--- src/ufcd_ram.sv ---
// ----------------------------------------------------------------------------
// ufcd_ram
// Generic single-write, single-read memory with a registered read port.
// ----------------------------------------------------------------------------
module ufcd_ram #(
	parameter int WIDTH = 8,
	parameter int DEPTH = 256
) (
	input  logic                     clk,
	input  logic                     wr_en,
	input  logic [$clog2(DEPTH)-1:0] wr_addr,
	input  logic [WIDTH-1:0]         wr_data,
	input  logic [$clog2(DEPTH)-1:0] rd_addr,
	output logic [WIDTH-1:0]         rd_data
);

	logic [WIDTH-1:0] mem [DEPTH];

	// Write port.
	always_ff @(posedge clk) begin
		if (wr_en) begin
			mem[wr_addr] <= wr_data;
		end
	end

	// Registered read port; a same-cycle write to the same entry returns old data.
	always_ff @(posedge clk) begin
		rd_data <= mem[rd_addr];
	end

endmodule

--- config.mk ---
export PLATFORM = sky130hd
export DESIGN_NAME = ufcd_ram
export DESIGN_NICKNAME = d
export VERILOG_FILES = /design/src/ufcd_ram.sv
export SDC_FILE = /design/constraint.sdc
export NUM_CORES = 2
export LEC_CHECK = 0
export BUFFER_PORTS_ARGS = -buffer_cell sky130_fd_sc_hd__buf_2
export CAP_MARGIN = 15
export CORE_ASPECT_RATIO = 1.5
export CORE_MARGIN = 5
export CORE_UTILIZATION = 40
export DETAILED_ROUTE_END_ITERATION = 12
export PLACE_DENSITY = 0.54
export SYNTH_ARGS = -nofsm -noshare
export SYNTH_HDL_FRONTEND = slang
export SYNTH_SLANG_ARGS = --single-unit
--- constraint.sdc ---
create_clock -name clk -period 6.3 [get_ports clk]
set_input_delay 0.945 -clock clk [delete_from_list [all_inputs] [get_ports clk]]
set_output_delay 0.945 -clock clk [all_outputs]
set_load 0.01 [all_outputs]
After elaboration in Yosys (flattened, before gate mapping)
Memories as Yosys holds them, arrays and structs flattened. A register that Yosys moved wholly into a read port is not among the register bits.
Index checks and enable logic that the tools add are counted.
W data, S select, Z words.
{ "classes": {"div": 0, "n_addsub": 0, "muxes": 2, "magnitude_cmp": 0, "n_eq_ne": 0, "reduce_logical": 0, "multipliers": 0, "bitwise": 0, "shifts": 0} }
{ "op_table": {"columns": ["op", "n"], "rows": [
  ["$mux W1", 2]
]} }
{ "totals": {"input_bits": 26, "n_memories": 1, "ramBits": 2048, "regBits": 0, "mem_bits_ro": 0, "latch_bits": 0} }
{ "mem_list": {"columns": ["memory", "words", "width", "read_ports", "rd_ports_with_merged_regs", "write_ports", "line_no", "source"], "rows": [
  ["mem", 256, 8, 1, 1, 1, "17", "logic [WIDTH-1:0] mem [DEPTH];"]
]} }

Logic depth before layout (Yosys ltp)
{ "logic_depth": {"word_depth": 2, "ltp_mapped": 11, "ltp_nobuf": 6} }

Worst setup path before layout
No wires, ideal clock.
{ "synth_timing": {"path_type": "input -> register", "start": "input rd_addr[0]", "end": "register rd_data[2] (read register of mem)", "slack_ns": 3.417, "t_required_ns": 6.169, "setup_time_ns": 0.131, "n_path_buf": 4, "arrival_time_ns": 2.752, "stages": 9, "cell_sequence": "buf_6 > buf_12 > buf_8 > buf_2 > mux4_2 > a22oi_1 > a21oi_1 > nor4_1 > nor4_2"} }
{ "synth_lines": {"columns": ["element", "line_no", "source"], "rows": [
  ["from (decl)", "13", "input logic [$clog2(DEPTH)-1:0] rd_addr,"],
  ["to (decl)", "14", "output logic [WIDTH-1:0] rd_data"]
]} }

==> summary.md <==
| Metric | Value |
|---|---|
| Fillers | `16600` |
| Async SR Flop Fraction | `0%` |
| Num ports | `34` |
| # hold bufs at CTS | `0` |
| Placer Congestion | `0.802` |
| DP Wirelength | `131000 um` |
| Post-Syn Area | `79600 um^2` |
| H-tree Lvls | `4` |
| Wire per inst | `31.9 um` |
| Clock Path Buffers | `4` |
| Arrival time worst endpoint | `4.68 ns` |
| Finish-stage setup viols | `0` |
| FF-to-FF setup slack | `3.30 ns` |
| Crit path cell chain | `buf_4 -> inv_2 -> nor2_4 -> buf_4 -> a221oi_1 -> o32ai_1 -> nor3_1 -> nor4_1` |
| Main flop type after synthesis | `edfxtp_1` |
| Post-CTS Setup Bufs | `0` |
| Worst r2r src | `mem[210][3]$_DFFE_PP_` |
| Status | `complete, no violations` |
| Sequential share of the synthesized area | `77.5%` |
| Top cells by area, synth | `edfxtp_1 (77%), mux4_2 (13%), mux2i_1 (1.7%), nor2_1 (1.3%), a22oi_1 (1.3%)` |
| Most used cell, CP | `buf_4` |
| Layout cell share with drive strength beyond 1 | `22.2%` |
| R2r endpoint | `rd_data[3]$_DFF_P_` |
| Crit path time final | `4.01 ns` |
| Post-synthesis cell count | `3733` |
| Max cap viols | `0` |
| Synthesized Nets | `3759` |
| Detailed-router iteration count before antenna repair | `8` |
| Syn_area_per_cell | `21.3 um^2` |
| Slew Viols, Final | `0` |
| Largest family of logic cells by synthesized area | `multiplexers` |
| Post-synth EDFFs | `2048` |
| RSZ-0062 raised after global routing | `no` |
| Row cnt | `200` |
| Fin. Hold Viols | `0` |
| Final Cycle Share | `63.7%` |
| Startpoint class of the critical path | `input pin` |
| Routed wire length | `212000 um` |
| Worst vdd ir | `0.220 mV` |
| CP top delay family | `buffers and inverters` |
| PD cells | `318 nW/um^2` |
| Multiplexer share of the synthesized area | `14.6%` |
| Detail Route Antenna Nets | `0` |
| Core area | `198000 um^2` |
| Largest net degree at the start of global routing | `181` |
| Chip Width | `374 um` |
| Post-synthesis cell type count | `55` |
| Adder-Cell Fraction of Synth Area | `0%` |
| DR vias | `38100` |
| 1st-iter DRT viols | `3715` |
| Initial antenna violation count | `16` |
| Cell taking the most area after synthesis | `edfxtp_1` |
| Simple-gate share of the synthesized area | `2.63%` |
| Die Y | `556 um` |
| Die Area | `208000 um^2` |
| Critical Path Start | `rd_addr[2]` |
| Sink Count | `2056` |
| Hold WC Path Type | `input pin to flip-flop` |
| Fmax | `249 MHz` |
| Critical path class | `input pin to flip-flop` |
| CP Depth | `8` |
| Worst Setup EP | `rd_data[3]$_DFF_P_` |
| WP data required | `6.96 ns` |
| Final nets | `3869` |
| Share of the synthesized area in the top cell type | `77.3%` |
| Clock Tree Root | `clkbuf_16` |
| Worst slew margin | `19.7%` |
| Number of clock buffers inserted by TritonCTS | `196` |
| Clk slew on worst S/H paths | `0.06 ns` |
| Worst Skew | `0.0506 ns` |
| CP max stage delay | `0.94 ns` |
| Synth Area in Compound Gates | `3.42%` |
| XOR/XNOR share of the synthesized area | `0%` |
| Initial Util | `40.2%` |
| Leak | `27.1 nW` |
| # DRC | `0` |
| Slowest-stage cell, CP | `inv_2` |
| CTS tree | `done` |
| CTS resizes | `0` |
| Yosys reg bits | `2056` |
| CP bufs+invs | `3` |
| Congestion Overflow GR | `0` |
| Total track usage | `20.1%` |
| Worst Path Max Fanout | `39` |
| Routed vias/inst | `5.75` |
| Synth-to-layout area growth | `12.0%` |
| Worst-Margin Slew | `1.20 ns` |
| Reg2Reg Depth | `6` |
| Total Neg Setup Slack | `0 ns` |
| IO buf count | `33` |
| Placed cell area | `82800 um^2` |
| Synth warn | `0` |
| Vias in the first global route | `39500` |
| First-pass GRT wire length | `301000 um` |
| Fin area | `89100 um^2` |
| Crit end category | `flip-flop` |
| Clock Latency Late Sink | `0.84 ns` |
==> synth_stat cells, drive strengths merged, types with 22 or more instances <==
master	n
edfxtp	2048
mux4	456
nor2	282
mux2i	134
a22oi	133
buf	122
clkbuf	111
a21oi	96
o221ai	47
nand3	34
nand2	33
nor2b	31
o22ai	28
nor4	27
nor3	22
==> registers in the layout (all words and copies together) (netlist names) <==
register / count
mem: 2048
rd_data: 8
==> kinds of logic (layout without fill, tap and decap cells) <==
family | after synthesis | after routing
other cells | 0 | 9
mux | 591 | 591
simple gates | 466 | 466
buf+inv | 235 | 492
compound gates | 385 | 385
flops | 2056 | 2056
==> layer usage <==
layer  track usage, %  wire, um
met5                0        46
met4             6.25      7260
met3             2.86     11500
met2             36.1    112000
met1             25.3     80800
==> per-stage QoR <==
| stage | hold WS [ns] | util (%) | power (mW) | instances | worst slack (ns) |
|---|---|---|---|---|---|
| final | 0.573 | 45.0 | 28.3 | 6625 | 2.29 |
| after global routing | 0.593 | 45.0 | 29.2 | 6617 | 2.18 |
| after CTS | 0.571 | 45.0 | 28.6 | 6616 | 2.24 |
| after detailed placement | 0.990 | 41.8 | 16.8 | 6271 | 1.35 |
| after global placement | 1.00 | 41.8 | 16.8 | 6269 | 1.23 |
| after floorplan | 0.770 | - | 16.1 | 3733 | 3.42 |
==> cells in the final DEF (no fill, tap or decap), drive strengths merged, types with 12 or more instances in the layout <==
master / instances
a211oi: 16
a21oi: 96
a221oi: 14
a22oi: 133
buf: 145
bufinv: 24
clkbuf: 246
clkinv: 61
edfxtp: 2048
mux2i: 134
mux4: 456
nand2: 33
nand3: 34
nor2: 282
nor2b: 31
nor3: 22
nor4: 27
o21ai: 12
o221ai: 47
o22ai: 28
==> layout make-up <==
type	count	area (um^2)	area share, %
antenna	9	22.5	0.0253
timing repair buffer	145	1320	1.48
clock buffer	246	5190	5.82
clock inverter	99	1120	1.26
tap	2626	3290	3.69
sequential	2056	61700	69.2
multi-input combinational	1442	16500	18.5
inverter	2	7.51	0.00842
==> worst min path at each step <==
stage	from	end	slack (ns)	cells past startpoint
after CTS	wr_data[0]	mem[144][0]$_DFFE_PP_	0.57	1
after global placement	mem[40][3]$_DFFE_PP_	rd_data[3]$_DFF_P_	1.00	6
final	wr_data[5]	mem[211][5]$_DFFE_PP_	0.57	1
after global routing	wr_data[0]	mem[144][0]$_DFFE_PP_	0.59	1
after detailed placement	mem[40][3]$_DFFE_PP_	rd_data[3]$_DFF_P_	0.99	6
after floorplan	mem[40][3]$_DFFE_PP_	rd_data[3]$_DFF_P_	0.77	6
==> power by group <==
group	internal, mW	switching [mW]
combinational	0.457	0.928
clock	6.81	5.04
sequential	15.1	0.0263
(Power assumes the default switching activity.)
